## config.mk

```make
export PLATFORM = sky130hd
export DESIGN_NAME = fixed_timestep_step_scheduler
export DESIGN_NICKNAME = d
export VERILOG_FILES = /design/src/fts_pkg.sv /design/src/fixed_timestep_step_scheduler.sv /design/src/fts_alu.sv /design/src/fts_cfg.sv
export SDC_FILE = /design/constraint.sdc
export NUM_CORES = 1
export LEC_CHECK = 0
export BUFFER_PORTS_ARGS = -buffer_cell sky130_fd_sc_hd__buf_2
export CAP_MARGIN = 40
export CORE_MARGIN = 8
export CORE_UTILIZATION = 33
export CTS_BUF_LIST = sky130_fd_sc_hd__clkbuf_8
export DETAILED_ROUTE_END_ITERATION = 6
export GPL_TIMING_DRIVEN = 0
export MAX_ROUTING_LAYER = met4
export PLACE_DENSITY = 0.5
export SLEW_MARGIN = 20
export SYNTH_ARGS = -nofsm -noshare
export SYNTH_HDL_FRONTEND = slang
export SYNTH_SLANG_ARGS = --single-unit
```

## constraint.sdc

```tcl
create_clock -name clk -period 7.5 [get_ports clk]
set_input_delay 0.375 -clock clk [delete_from_list [all_inputs] [get_ports clk]]
set_output_delay 0.375 -clock clk [all_outputs]
set_load 0.005 [all_outputs]
```

## src/fts_pkg.sv

```systemverilog
// Package: types, constants and helpers shared by the fixed-timestep step scheduler.
package fts_pkg;

  localparam int ACC_W        = 40;
  localparam int TS_W         = 30;
  localparam int DELTA_W      = 32;
  localparam int STEPS_W      = 5;
  localparam int WORLDS_W     = 4;
  localparam int MASK_W       = 8;
  localparam int CFG_IDX_W    = 2;
  localparam int CFG_DATA_W   = 30;
  localparam int S_TDATA_W    = 48;
  localparam int M_TDATA_W    = 16;

  localparam int MAX_WORLDS   = 8;
  localparam int MAX_STEP_CAP = 16;
  localparam int RESULT_LIMIT = 16;
  localparam int CAP_LIMIT    = (MAX_STEP_CAP < RESULT_LIMIT) ? MAX_STEP_CAP : RESULT_LIMIT;

  localparam logic [ACC_W-1:0] TOLERANCE_NS = ACC_W'(1000);
  localparam logic signed [ACC_W-1:0] ACC_FLOOR = -(ACC_W'(1000));

  localparam logic [TS_W-1:0]     TIMESTEP_RST  = TS_W'(16666667);
  localparam logic [STEPS_W-1:0]  MAX_STEPS_RST = STEPS_W'(1);
  localparam logic [WORLDS_W-1:0] WORLDS_RST    = WORLDS_W'(0);
  localparam logic                DYN_EN_RST    = 1'b1;

  localparam logic [CFG_IDX_W-1:0] REG_TIMESTEP      = 2'd0;
  localparam logic [CFG_IDX_W-1:0] REG_MAX_STEPS     = 2'd1;
  localparam logic [CFG_IDX_W-1:0] REG_ACTIVE_WORLDS = 2'd2;
  localparam logic [CFG_IDX_W-1:0] REG_DYN_EN        = 2'd3;

  typedef enum logic [2:0] {
    ST_IDLE,
    ST_ACK,
    ST_PREP,
    ST_ADD,
    ST_CHECK,
    ST_SUB,
    ST_EMIT
  } state_t;

  typedef enum logic {
    ALU_ADD,
    ALU_SUB
  } alu_op_t;

  typedef struct packed {
    logic [TS_W-1:0]    timestep;
    logic [STEPS_W-1:0] cap;
    logic [MASK_W-1:0]  world_mask;
    logic               dyn_en;
  } cfg_t;

  function automatic logic [MASK_W-1:0] world_mask(input logic [WORLDS_W-1:0] n);
    logic [MASK_W-1:0] m;
    int nsat;
    nsat = (int'(n) > MAX_WORLDS) ? MAX_WORLDS : int'(n);
    for (int i = 0; i < MASK_W; i++) begin
      m[i] = (i < nsat);
    end
    return m;
  endfunction

  function automatic logic [STEPS_W-1:0] eff_cap(input logic [STEPS_W-1:0] ms);
    logic [STEPS_W-1:0] c;
    if (ms == '0) begin
      c = STEPS_W'(1);
    end else if (int'(ms) > CAP_LIMIT) begin
      c = STEPS_W'(CAP_LIMIT);
    end else begin
      c = ms;
    end
    return c;
  endfunction

endpackage

```

## src/fixed_timestep_step_scheduler.sv

```systemverilog
// Top level: fixed-timestep step scheduler with sequencer around a shared add/subtract unit.
// Sequence: an update that cannot step goes straight to the acknowledge state; otherwise the
// threshold is prepared, delta is added, and each check that finds a step due leads to a subtract
// of the timestep and a step result, with an acknowledge when no step is due at all.
// A new update is taken only in idle, after its last result or acknowledge; output stalls hold it.
// Reset: synchronous; state and configuration registers reset, accumulator cleared, output empty.
module fixed_timestep_step_scheduler (
  input  logic                            clk,
  input  logic                            rst,
  input  logic                            s_tvalid,
  output logic                            s_tready,
  // step_pending[0], delta_ns[32:1], world_ready[33], pause_physics[34],
  // pause_dynamics[35], pause_collision[36], world_pause_mask[44:37], zero[47:45]
  input  logic [fts_pkg::S_TDATA_W-1:0]   s_tdata,
  output logic                            m_tvalid,
  input  logic                            m_tready,
  // dynamics_update[0], collision_update_mask[8:1], zero[15:9]
  output logic [fts_pkg::M_TDATA_W-1:0]   m_tdata,
  // step_valid[0]
  output logic                            m_tuser,
  output logic                            m_tlast,
  input  logic                            cfg_valid,
  output logic                            cfg_ready,
  input  logic [fts_pkg::CFG_IDX_W-1:0]   cfg_index,
  input  logic [fts_pkg::CFG_DATA_W-1:0]  cfg_data
);
  import fts_pkg::*;

  cfg_t cfg;

  state_t state, state_next;

  logic [ACC_W-1:0]   acc;
  logic [ACC_W-1:0]   tsm;
  logic [DELTA_W-1:0] delta;
  logic [STEPS_W-1:0] steps;
  logic [STEPS_W-1:0] steps_inc;
  logic               last_flag;
  logic               dyn;
  logic [MASK_W-1:0]  col;

  logic               out_valid;
  logic               out_step;
  logic               out_dyn;
  logic [MASK_W-1:0]  out_col;
  logic               out_last;

  alu_op_t            alu_op;
  logic [ACC_W-1:0]   alu_a;
  logic [ACC_W-1:0]   alu_b;
  logic [ACC_W-1:0]   alu_y;
  logic               alu_neg;

  logic               in_fire;
  logic               out_free;
  logic               cannot_step;
  logic               at_cap;

  logic               in_pending;
  logic [DELTA_W-1:0] in_delta;
  logic               in_ready;
  logic               in_p_phys;
  logic               in_p_dyn;
  logic               in_p_col;
  logic [MASK_W-1:0]  in_wmask;

  fts_cfg u_cfg (
    .clk       (clk),
    .rst       (rst),
    .cfg_valid (cfg_valid),
    .cfg_ready (cfg_ready),
    .cfg_index (cfg_index),
    .cfg_data  (cfg_data),
    .cfg       (cfg)
  );

  fts_alu u_alu (
    .op  (alu_op),
    .a   (alu_a),
    .b   (alu_b),
    .y   (alu_y),
    .neg (alu_neg)
  );

  assign in_pending = s_tdata[0];
  assign in_delta   = s_tdata[32:1];
  assign in_ready   = s_tdata[33];
  assign in_p_phys  = s_tdata[34];
  assign in_p_dyn   = s_tdata[35];
  assign in_p_col   = s_tdata[36];
  assign in_wmask   = s_tdata[44:37];

  assign s_tready    = (state == ST_IDLE);
  assign in_fire     = s_tvalid && s_tready;
  assign out_free    = !out_valid || m_tready;
  assign cannot_step = !in_pending || !in_ready || in_p_phys;
  assign steps_inc   = steps + STEPS_W'(1);
  assign at_cap      = (steps_inc == cfg.cap);

  always_ff @(posedge clk) begin
    if (rst) begin
      state <= ST_IDLE;
    end else begin
      state <= state_next;
    end
  end

  always_comb begin
    state_next = state;
    alu_op     = ALU_ADD;
    alu_a      = acc;
    alu_b      = tsm;
    unique case (state)
      ST_IDLE: begin
        if (in_fire) begin
          state_next = cannot_step ? ST_ACK : ST_PREP;
        end
      end
      ST_ACK: begin
        if (out_free) begin
          state_next = ST_IDLE;
        end
      end
      ST_PREP: begin
        alu_op     = ALU_SUB;
        alu_a      = ACC_W'(cfg.timestep);
        alu_b      = TOLERANCE_NS;
        state_next = ST_ADD;
      end
      ST_ADD: begin
        alu_op     = ALU_ADD;
        alu_b      = ACC_W'(delta);
        state_next = ST_CHECK;
      end
      ST_CHECK: begin
        alu_op = ALU_SUB;
        alu_b  = tsm;
        if (steps == '0) begin
          state_next = alu_neg ? ST_ACK : ST_SUB;
        end else begin
          state_next = ST_EMIT;
        end
      end
      ST_SUB: begin
        alu_op     = ALU_SUB;
        alu_b      = ACC_W'(cfg.timestep);
        state_next = at_cap ? ST_EMIT : ST_CHECK;
      end
      ST_EMIT: begin
        if (out_free) begin
          state_next = last_flag ? ST_IDLE : ST_SUB;
        end
      end
      default: state_next = ST_IDLE;
    endcase
  end

  always_ff @(posedge clk) begin
    if (rst) begin
      acc   <= '0;
      steps <= '0;
    end else begin
      unique case (state)
        ST_IDLE: begin
          if (in_fire) begin
            steps <= '0;
            if (cannot_step) begin
              acc <= '0;
            end
          end
        end
        ST_ADD: acc <= alu_y;
        ST_SUB: begin
          steps <= steps_inc;
          acc   <= at_cap ? '0 : alu_y;
        end
        default: ;
      endcase
    end
  end

  always_ff @(posedge clk) begin
    if (in_fire) begin
      delta <= in_delta;
      dyn   <= cfg.dyn_en && !in_p_dyn;
      col   <= in_p_col ? '0 : (cfg.world_mask & ~in_wmask);
    end
    if (state == ST_PREP) begin
      tsm <= alu_y;
    end
    if (state == ST_CHECK && steps != '0) begin
      last_flag <= alu_neg;
    end else if (state == ST_SUB && at_cap) begin
      last_flag <= 1'b1;
    end
  end

  always_ff @(posedge clk) begin
    if (rst) begin
      out_valid <= 1'b0;
    end else if (state == ST_ACK && out_free) begin
      out_valid <= 1'b1;
    end else if (state == ST_EMIT && out_free) begin
      out_valid <= 1'b1;
    end else if (m_tready) begin
      out_valid <= 1'b0;
    end
  end

  always_ff @(posedge clk) begin
    if (state == ST_ACK && out_free) begin
      out_step <= 1'b0;
      out_dyn  <= 1'b0;
      out_col  <= '0;
      out_last <= 1'b1;
    end else if (state == ST_EMIT && out_free) begin
      out_step <= 1'b1;
      out_dyn  <= dyn;
      out_col  <= col;
      out_last <= last_flag;
    end
  end

  assign m_tvalid = out_valid;
  assign m_tdata  = {(M_TDATA_W - MASK_W - 1)'(0), out_col, out_dyn};
  assign m_tuser  = out_step;
  assign m_tlast  = out_last;

`ifndef SYNTHESIS
  a_ack_last: assert property (@(posedge clk) disable iff (rst)
    (m_tvalid && !m_tuser) |-> m_tlast)
    else $error("acknowledge without last");

  a_ack_zero: assert property (@(posedge clk) disable iff (rst)
    (m_tvalid && !m_tuser) |-> (m_tdata == '0))
    else $error("acknowledge carries payload");

  a_steps_cap: assert property (@(posedge clk) disable iff (rst)
    (state != ST_IDLE) |-> (steps <= cfg.cap))
    else $error("step count beyond cap");

  a_acc_floor: assert property (@(posedge clk) disable iff (rst)
    $signed(acc) >= ACC_FLOOR)
    else $error("accumulator below tolerance floor");

  a_emit_hold: assert property (@(posedge clk) disable iff (rst)
    (state == ST_EMIT && !out_free) |=> (state == ST_EMIT))
    else $error("step dropped while output stalled");
`endif

endmodule

```

## src/fts_alu.sv

```systemverilog
// Shared add/subtract unit for accumulator and timestep arithmetic.
module fts_alu (
  input  fts_pkg::alu_op_t           op,
  input  logic [fts_pkg::ACC_W-1:0]  a,
  input  logic [fts_pkg::ACC_W-1:0]  b,
  output logic [fts_pkg::ACC_W-1:0]  y,
  output logic                       neg
);
  import fts_pkg::*;

  always_comb begin
    unique case (op)
      ALU_ADD: y = a + b;
      ALU_SUB: y = a - b;
      default: y = a + b;
    endcase
  end

  assign neg = y[ACC_W-1];

endmodule

```

## src/fts_cfg.sv

```systemverilog
// Configuration register file with derived cap and world mask.
module fts_cfg (
  input  logic                           clk,
  input  logic                           rst,
  input  logic                           cfg_valid,
  output logic                           cfg_ready,
  input  logic [fts_pkg::CFG_IDX_W-1:0]  cfg_index,
  input  logic [fts_pkg::CFG_DATA_W-1:0] cfg_data,
  output fts_pkg::cfg_t                  cfg
);
  import fts_pkg::*;

  logic [TS_W-1:0]     timestep;
  logic [STEPS_W-1:0]  max_steps;
  logic [WORLDS_W-1:0] active_worlds;
  logic                dyn_en;

  assign cfg_ready = 1'b1;

  always_ff @(posedge clk) begin
    if (rst) begin
      timestep      <= TIMESTEP_RST;
      max_steps     <= MAX_STEPS_RST;
      active_worlds <= WORLDS_RST;
      dyn_en        <= DYN_EN_RST;
    end else if (cfg_valid) begin
      unique case (cfg_index)
        REG_TIMESTEP:      timestep      <= cfg_data[TS_W-1:0];
        REG_MAX_STEPS:     max_steps     <= cfg_data[STEPS_W-1:0];
        REG_ACTIVE_WORLDS: active_worlds <= cfg_data[WORLDS_W-1:0];
        REG_DYN_EN:        dyn_en        <= cfg_data[0];
        default: ;
      endcase
    end
  end

  assign cfg.timestep   = timestep;
  assign cfg.cap        = eff_cap(max_steps);
  assign cfg.world_mask = world_mask(active_worlds);
  assign cfg.dyn_en     = dyn_en;

endmodule
```

==> metrics, run 1 <==
total length of routed wires about 33 mm; min cycle time layout roughly 7 ns; vias in the first global route between 8000 and 9000; post-DR vias/cell approximately 5.3; WP buf/inv 4; first-pass GRT wire length about 51 mm; CP max-delay cell o41ai_1; Area Overhead vs Synth 13.7%; Clock power frac 0.338; Crit path largest cell delay 0.74 ns; crit-path most repeated cell clkbuf_1; WL per Instance ~20 um; CP required about 7.9 ns; Iteration-0 DRC Markers 587; die width a little under 200 um; cell count after synthesis roughly 1100; Hold WC Path Type input pin to register; Final HPWL DP about 25 mm; Leakage around 0.0048 uW; overall global routing resource usage 0.180; htree depth 4; Setup CP Type register to register; cell internal pwr 1420 uW; Worst EP arrival 7.32 ns; Power Density roughly 170 mW/mm^2; Root Driver clkbuf_8; final hold violation count 0; GP Congestion 0.912; share of layout cells above drive strength 1 0.155; Die ar. approximately 0.038 sq mm; final clock skew 0.0208 ns; Worst path top cell family by delay compound AO/OA/AOI/OAI gates; antenna violations before repair 1; Reg power frac 0.548; pin count of the biggest net entering global routing 32; Syn Area/Cell about 9.3 sq um; # IOs approximately 110; worst-path fanout max 10; TritonCTS clock tree done; # DRC 0; Yosys cell types 70; Top FF cell, synth dfxtp_1; # diodes 0; sw frac 0.282; outcome finished, final reports clean; grt ovf 0; Warnings, synthesis 0; unrepaired setup endpoints after global routing no; Max Cap Viol 0; Period Utilization, post-route 0.924; row count 65; cts bufs inserted 17; FFs w/ async S/R, synth 0; Final Setup Violations 0; Sw Pwr between 500 and 600 uW; Hold WS around 0.037 ns; Clock Latency Late Sink 0.51 ns; clk buf depth 2; clock slew at reported path FFs between 0.1 and 0.15 ns; Post-synth EDFFs 82; crit start category register; DP Cell Count about 1600; slew at the pin closest to its max-slew limit approximately 0.86 ns; sequential-to-total area share from yosys stat 0.424; port bufs 93; core area 0.0315 sq mm; Clock Sinks around 180; Max Slew Vio Count 0; combinational share of power 0.114; relative slew slack 0.428; Die Ht around 200 um; drt first pass iters 7; Post-DRT Antenna Nets 0; initial core utilization 0.335; synthesized area roughly 0.011 sq mm; Setup crit end kind register; detailed-route via count around 9000; Max Clk Rate between 100 and 150 MHz; fin nets roughly 1400; fin cells around 1700; crit path cell chain clkbuf_1 -> clkbuf_1 -> clkbuf_1 -> nor2_1 -> nor2_1 -> clkbuf_1 -> o21ai_0 -> xnor2_1 -> ha_1 -> a21oi_1 -> o211ai_1 -> a31oi_1 -> o31ai_1 -> o41ai_1 -> o21ai_0 -> a21oi_1 -> xnor2_1 -> a22o_1; Seq cells post-synth about 180; Worst VDD drop ~0.15 mV
layer usage:
metal,part of all wire,global-route usage,up-vias,routed length (um)
li1,-,-,4361,-
met1,0.49,0.239,4208,16300
met2,0.45,0.283,187,15200
met3,0.042,0.0276,33,1400
met4,0.016,0.0487,0,522
met5,0,-,-,0
timing repair:
action / in CTS / in global routing
setup buffers: 0 / 0
endpoints found under the hold margin: 1 / 1
gates resized for setup: 0 / 0
hold buffers: 1 / 1
final timing paths:
kind                from    endpoint  slack [ns]  depth (start not counted)
min reg2reg   out_col[0]  out_col[0]        0.46                          2
min          s_tdata[10]    delta[9]        0.04                          1
max reg2reg     state[0]     acc[28]        0.57                         18
max             state[0]     acc[28]        0.57                         18
state kept, by name, indices dropped and copies added (netlist names), 3 cells and up:
name,cells
steps,5
col,8
acc,40
u_cfg.timestep,30
u_cfg.max_steps,5
out_col,8
tsm,40
delta,32
state,3
u_cfg.active_worlds,4
synthesized netlist by cell type (6+ instances only):
cell | n | area [sq um]
a21o_1 | 19 | 143
a21oi_1 | 89 | 445
a22o_1 | 54 | 473
a22oi_1 | 33 | 248
a31oi_1 | 9 | 56.3
and3_1 | 9 | 56.3
buf_4 | 10 | 75.1
buf_6 | 6 | 67.6
clkbuf_1 | 60 | 225
dfxtp_1 | 100 | 2000
edfxtp_1 | 82 | 2460
ha_1 | 42 | 526
inv_1 | 19 | 71.3
mux2_2 | 31 | 349
mux2i_1 | 11 | 110
nand2_1 | 130 | 488
nand2b_1 | 13 | 81.3
nand3_1 | 20 | 100
nand3b_1 | 20 | 150
nand4_1 | 9 | 56.3
nor2_1 | 93 | 349
nor2b_1 | 19 | 119
nor3_1 | 20 | 100
nor3b_1 | 9 | 67.6
nor4_1 | 6 | 37.5
o21ai_0 | 48 | 240
o31ai_1 | 8 | 60.1
or3_1 | 6 | 37.5
xnor2_1 | 43 | 377
xor2_1 | 31 | 272
cell type report:
type,instances,area (sq um)
clock inverters,15,148
flip-flops and latches,182,4460
well taps,402,503
repair buffers,98,537
fillers,3223,19500
inverters,19,71.3
plain buffers,78,382
multi-input cells,859,5650
clock buffers,17,234
through the flow:
step	area [sq um]	worst slack, ns	setup TNS [ns]	utilization	total power (uW)
finish	12000	0.569	0	0.381	1980
global route	12000	0.187	0	0.381	2070
CTS	12000	0.635	0	0.381	2010
detailed placement	11600	0.691	0	0.368	1330
global placement	11500	-0.458	-3.82	0.366	1330
floorplan	10600	2.21	0	-	1240
cell families after synthesis:
group,count (synthesis),synth area share
simple gates,387,0.184
compound gates,305,0.192
flops,182,0.424
buf+inv,97,0.0426
xor+xnor,74,0.0615
fa+ha+maj,43,0.0518
mux,42,0.0436
other cells,2,0.000712
power by group through the flow:
| stage | Clock (uW) | Combinational [uW] | Sequential (uW) |
|---|---|---|---|
| final | 670 | 227 | 1090 |
| after floorplan | 0 | 140 | 1100 |
| after CTS | 693 | 227 | 1090 |
| after detailed placement | 0 | 226 | 1110 |
| after global routing | 732 | 250 | 1090 |
| after global placement | 0 | 220 | 1110 |
cell usage in the layout (no fill, tap or decap), types with 7 or more instances in the layout:
master | netlist | final
a21o_1 | 19 | 19
a21oi_1 | 89 | 89
a22o_1 | 54 | 54
a22oi_1 | 33 | 33
a31oi_1 | 9 | 9
and3_1 | 9 | 9
buf_2 | 2 | 95
buf_4 | 10 | 10
buf_6 | 6 | 7
clkbuf_1 | 60 | 59
clkbuf_8 | 0 | 17
conb_1 | 2 | 8
dfxtp_1 | 100 | 100
edfxtp_1 | 82 | 82
ha_1 | 42 | 42
inv_1 | 19 | 18
mux2_2 | 31 | 31
mux2i_1 | 11 | 11
nand2_1 | 130 | 130
nand2b_1 | 13 | 13
nand3_1 | 20 | 20
nand3b_1 | 20 | 20
nand4_1 | 9 | 9
nor2_1 | 93 | 93
nor2b_1 | 19 | 19
nor3_1 | 20 | 20
nor3b_1 | 9 | 9
o21ai_0 | 48 | 48
o31ai_1 | 8 | 8
xnor2_1 | 43 | 43
xor2_1 | 31 | 31
No activity file was read; power rests on OpenSTA's default activity.
==> run 2, diff against run 1 <==
--- a/config.mk
+++ b/config.mk
@@ -13,7 +13,7 @@
 export DETAILED_ROUTE_END_ITERATION = 6
 export GPL_TIMING_DRIVEN = 0
 export MAX_ROUTING_LAYER = met4
-export PLACE_DENSITY = 0.5
+export PLACE_DENSITY = 0.49
 export SLEW_MARGIN = 20
 export SYNTH_ARGS = -nofsm -noshare
 export SYNTH_HDL_FRONTEND = slang
==> metrics, run 2 (same netlist as run 1, synthesis figures left out) <==
Clock power frac 0.352; clk buf depth 2; reg2reg path depth 22; Die ar. approximately 0.038 sq mm; Hold WC Path Type input pin to register; Iteration-0 DRC Markers about 550; sw frac 0.281; initial core utilization 0.335; Max Cap Viol 0; Setup WS post-layout 0.764 ns; Setup CP Type register to register; Power Density between 150 and 200 mW/mm^2; GP Congestion a little over 0.9; slew at the pin closest to its max-slew limit 0.859 ns; fin nets between 1000 and 1500; total length of routed wires around 34 mm; most frequent cells in the layout 130 x nand2_1, 100 x dfxtp_1, 95 x buf_2; cts bufs inserted 17; overall global routing resource usage 0.182; cell internal pwr between 1000 and 1500 uW; worst-path fanout max 10; Filler cells 3225; Final HPWL DP about 26 mm; final clock skew 0.0260 ns; vias in the first global route 8843; Sw Pwr ~570 uW; TritonCTS clock tree done; worst slack at placement 0.832 ns; drt first pass iters 5; WL per Instance 20.2 um; # diodes 0; r2r endpoint last_flag; Root Driver clkbuf_8; # IOs between 100 and 150; die width between 150 and 200 um; Final Setup Violations 0; biggest regs acc: 40 flops, tsm: 40 flops, delta: 32 flops; detailed-route via count just under 9000; antenna violations before repair 1; row count 65; grt ovf 0; Area Overhead vs Synth 13.9%; crit start category register; unrepaired setup endpoints after global routing no; Die Ht approximately 190 um; first-pass GRT wire length just over 50 mm; CTS resizes 0; Worst VDD drop 0.113 mV; pin count of the biggest net entering global routing 32; # DRC 0; final hold violation count 0; RR Startpoint state[2]; Setup crit end kind register; Clock Sinks between 150 and 200; Reg power frac 0.536; combinational share of power 0.113; outcome finished, final reports clean; post-layout util 0.381; Clock Latency Late Sink 0.51 ns; most common cell after layout, fill and taps aside nand2_1; Max Clk Rate 148 MHz; relative slew slack 0.427; clock slew at reported path FFs roughly 0.12 ns; CTS Hold Bufs 0; core area around 0.031 sq mm; Post-DRT Antenna Nets 0; Period Utilization, post-route 0.898; Worst EP arrival approximately 7.0 ns; setup bufs post-CTS 0; CP required around 7.8 ns; htree depth 4; Max Slew Vio Count 0; crit path from state[2]; min cycle time layout roughly 6.7 ns; r2r setup slk between 0.7 and 0.8 ns; share of layout cells above drive strength 1 0.156; post-DR vias/cell approximately 5.3; port bufs 93; Leakage 0.00483 uW; Setup crit end last_flag
run 2: changes by cell type in the layout (fill, tap and decap cells not counted), sizes merged:
cell	before	now
clkinv	8	2
bufinv	1	2
inv	24	28
buf	114	116
dlygate4sd3	2	0
run 2: per-stage QoR:
stage                     instance area (sq um)  hold WS [ns]  TNS (ns)  std cells  total power [uW]
after global placement                    11500         0.444     -3.24       1633              1330
after floorplan                           10600         0.436         0       1138              1240
final                                     12000        0.0401         0       1669              2030
after global routing                      12000        0.0120         0       1669              2100
after CTS                                 12000       0.00665         0       1669              2050
after detailed placement                  11600         0.447         0       1638              1340
run 2: worst min-delay path by stage:
stage               slack, ns          startpoint                  to  cells past startpoint
finish                   0.04          s_tdata[5]            delta[4]                      1
global route             0.01         s_tdata[13]           delta[12]                      1
CTS                     0.007         s_tdata[16]           delta[15]                      1
detailed placement       0.45          out_col[7]          out_col[7]                      2
global placement         0.44          out_col[6]          out_col[6]                      2
floorplan                0.44  u_cfg.max_steps[0]  u_cfg.max_steps[0]                      1
run 2: cell type report:
class	instances	area, sq um	share of cell area
Buffer	78	382	0.0318
Clock buffer	17	234	0.0195
Clock inverter	14	163	0.0135
Inverter	19	71.3	0.00594
Multi-Input combinational cell	859	5650	0.471
Sequential cell	182	4460	0.372
Tap cell	402	503	0.0419
Timing Repair Buffer	98	539	0.0449
run 2: metal layers:
layer | share of wire | global-route usage
met1 | 0.48 | 0.239
met2 | 0.45 | 0.281
met3 | 0.047 | 0.0320
met4 | 0.024 | 0.0605
met5 | 0 | -
run 2: power groups by stage:
stage               Clock, uW  Sequential [uW]  Combinational, uW
floorplan                   0             1100                140
global placement            0             1110                221
detailed placement          0             1110                227
CTS                       733             1090                229
global route              766             1090                250
finish                    712             1080                229
run 2: critical path, cell delays in order, from the launching register on:
cell and delay (ns):
dfxtp_1 0.43, buf_6 0.16, nand2b_1 0.10, clkbuf_1 0.45, nand2_1 0.44, o2bb2ai_1 0.42
nand4_1 0.37, or3_1 0.50, or2_1 0.23, clkbuf_1 0.23, nor4_1 0.33, nor2_1 0.09
xnor2_1 0.17, ha_1 0.27, clkbuf_1 0.33, nand4_1 0.22, a211o_1 0.28, a32oi_1 0.23
o211ai_1 0.18, o31ai_1 0.30, a21o_1 0.17, xor2_1 0.12, or4_1 0.48
==> run 3, diff against run 2 <==
--- a/config.mk
+++ b/config.mk
@@ -5,6 +5,7 @@
 export SDC_FILE = /design/constraint.sdc
 export NUM_CORES = 1
 export LEC_CHECK = 0
+export ABC_AREA = 1
 export BUFFER_PORTS_ARGS = -buffer_cell sky130_fd_sc_hd__buf_2
 export CAP_MARGIN = 40
 export CORE_MARGIN = 8
@@ -13,7 +14,7 @@
 export DETAILED_ROUTE_END_ITERATION = 6
 export GPL_TIMING_DRIVEN = 0
 export MAX_ROUTING_LAYER = met4
-export PLACE_DENSITY = 0.49
+export PLACE_DENSITY = 0.48
 export SLEW_MARGIN = 20
 export SYNTH_ARGS = -nofsm -noshare
 export SYNTH_HDL_FRONTEND = slang
==> metrics, run 3 <==
Setup crit end kind register; Die Ht around 200 um; Worst VDD drop about 0.11 mV; unrepaired setup endpoints after global routing no; pin count of the biggest net entering global routing 31; sequential-to-total area share from yosys stat 0.399; Tot Pwr 2180 uW; post-layout util 0.380; met2 usage 0.306; outcome finished, final reports clean; Hold WC Path Type input pin to register; relative slew slack 0.406; clk buf depth 2; drt first pass iters 6; cell count after synthesis between 1500 and 2000; Max Slew Vio Count 0; largest family of logic cells by synthesized area simple AND/OR/NAND/NOR gates; Filler cells between 3000 and 4000; synth cell count leaders 367 x nand2_1, 175 x inv_1, 150 x nor2_1; share of layout cells above drive strength 1 0.116; synthesized area 0.0112 sq mm; Max Cap Viol 0; vias in the first global route around 10000; Post-DRT Antenna Nets 0; adder-cell share of the synthesized area 0.0487; grt ovf 0; Clock power frac 0.333; Clock Latency Late Sink a little over 0.5 ns; Clock Sinks 182; Reg power frac 0.503; combinational share of power 0.165; Setup CP Type register to register; Synth Area in XOR/XNOR 0.0595; cell internal pwr 1530 uW; post-synthesis simple-gate area fraction 0.252; sequential standard cell area between 0.004 and 0.005 sq mm; GP Congestion roughly 0.95; Area contributors post-synth edfxtp_1 22%, dfxtp_1 18%, nand2_1 12%, inv_1 5.9%, a21oi_1 5.5%; # IOs 106; overall global routing resource usage 0.199; htree depth 4; Iteration-0 DRC Markers around 840; initial core utilization 0.335; Leakage ~0.0056 uW; Area Overhead vs Synth 13.5%; fin nets about 1800; slew at the pin closest to its max-slew limit 0.882 ns; multiplexer share of the synthesized area 0.000894; crit-path most repeated cell nand2_1; CTS Hold Bufs 0; Final HPWL DP between 30 and 40 mm; CP required 7.86 ns; crit start category register; WL per Instance ~19 um; Top FF cell, synth dfxtp_1; Worst EP arrival around 6 ns; antenna violations before repair 1; worst-path fanout max 9; met3 global-route usage 0.0339; largest area contributor in the netlist edfxtp_1; Crit path largest cell delay 0.43 ns; first-pass GRT wire length ~60 mm; global routing's busiest layer met2; Syn Area/Cell between 7 and 8 sq um; CTS resizes 0; placed cell area 0.0123 sq mm; total length of routed wires roughly 40 mm; Seq cells post-synth 182; row count between 60 and 70; Yosys cell types 53; Sw Pwr roughly 650 uW; most common cell after layout, fill and taps aside nand2_1; sw frac 0.299; core area roughly 0.033 sq mm; area of the multi-input gates between 0.005 and 0.006 sq mm; most frequent cells in the layout 367 x nand2_1, 179 x inv_1, 149 x nor2_1; Period Utilization, post-route 0.749; post-DR vias/cell approximately 5.0; top-area cell type share of the netlist area 0.220; # DRC 0; count leader, synth nand2_1; biggest regs acc: 40 flops, tsm: 40 flops, delta: 32 flops; Final Setup Violations 0; Warnings, synthesis 0; clock slew at reported path FFs around 0.1 ns; final clock skew around 0.032 ns; grt met1 use 0.266; CP max-delay cell nor4_1; setup bufs post-CTS 0; port bufs 92; TritonCTS clock tree done; Power Density between 150 and 200 mW/mm^2; Max Clk Rate 178 MHz; post-synthesis compound-gate area fraction 0.148; Root Driver clkbuf_8; cts bufs inserted 17; Die ar. ~0.04 sq mm; Post-synth EDFFs a little over 80; Total Neg Setup Slack 0 ns; min cycle time layout approximately 5.6 ns; # diodes 0; die width between 200 and 250 um; FFs w/ async S/R, synth 0; detailed-route via count approximately 10000; Design Area, Final roughly 0.013 sq mm; final hold violation count 0
[run 3: cell types whose count changed after synthesis, sizes merged, moves of 34 or more]
cell,change
a21oi,+37
a22o,-54
a22oi,-34
inv,+161
nand2,+242
nor2,+64
o21ai,+68
[run 3: final cells by class]
class / count / area share
timing repair buffer: 94 / 0.0400
tap: 448 / 0.0441
sequential: 182 / 0.351
inverter: 181 / 0.0541
buffer: 63 / 0.0264
clock inverter: 14 / 0.0124
multi-input combinational: 1085 / 0.452
clock buffer: 18 / 0.0195
[run 3: critical path, delay by kind of cell (launching register included)]
kind / cells / cell delay, ns
compound gates: 3 / 0.55
xor+xnor: 1 / 0.20
fa+ha+maj: 2 / 0.65
buf+inv: 2 / 0.23
flops: 1 / 0.34
simple gates: 22 / 3.51
[run 3: path summary, 6_finish.rpt]
path | start | endpoint | slack [ns] | depth (start not counted)
worst min register to register | m_tlast | m_tlast | 0.47 | 2
worst min-delay path | s_tdata[24] | delta[23] | 0.05 | 1
worst max register to register | state[2] | state[2] | 1.89 | 30
worst max-delay path | state[2] | state[2] | 1.89 | 30
[run 3: cells by family after synthesis]
| logic type | count (synthesis) |
|---|---|
| other cells | 2 |
| mux | 1 |
| simple gates | 658 |
| xor+xnor | 76 |
| buf+inv | 244 |
| fa+ha+maj | 43 |
| compound gates | 299 |
| flops | 182 |
[run 3: power by group through the flow]
stage / Clock [uW] / Combinational (uW) / Sequential [uW]
floorplan: 0 / 228 / 1120
global placement: 0 / 349 / 1120
detailed placement: 0 / 356 / 1120
CTS: 738 / 359 / 1100
global route: 771 / 396 / 1100
finish: 726 / 360 / 1100
[run 3: metrics by stage]
| stage | instances | hold slack [ns] | setup WS, ns |
|---|---|---|---|
| floorplan | 1511 | 0.440 | 3.25 |
| global placement | 2051 | 0.443 | 1.05 |
| detailed placement | 2053 | 0.449 | 1.98 |
| CTS | 2085 | 0.0144 | 1.90 |
| global route | 2085 | 0.00355 | 1.61 |
| finish | 2085 | 0.0460 | 1.89 |
[run 3: metal layers]
| metal | part of all wire | vias up |
|---|---|---|
| met2 | 0.45 | 265 |
| met3 | 0.051 | 37 |
| met1 | 0.48 | 4861 |
| li1 | - | 5201 |
| met4 | 0.023 | 0 |
| met5 | 0 | - |
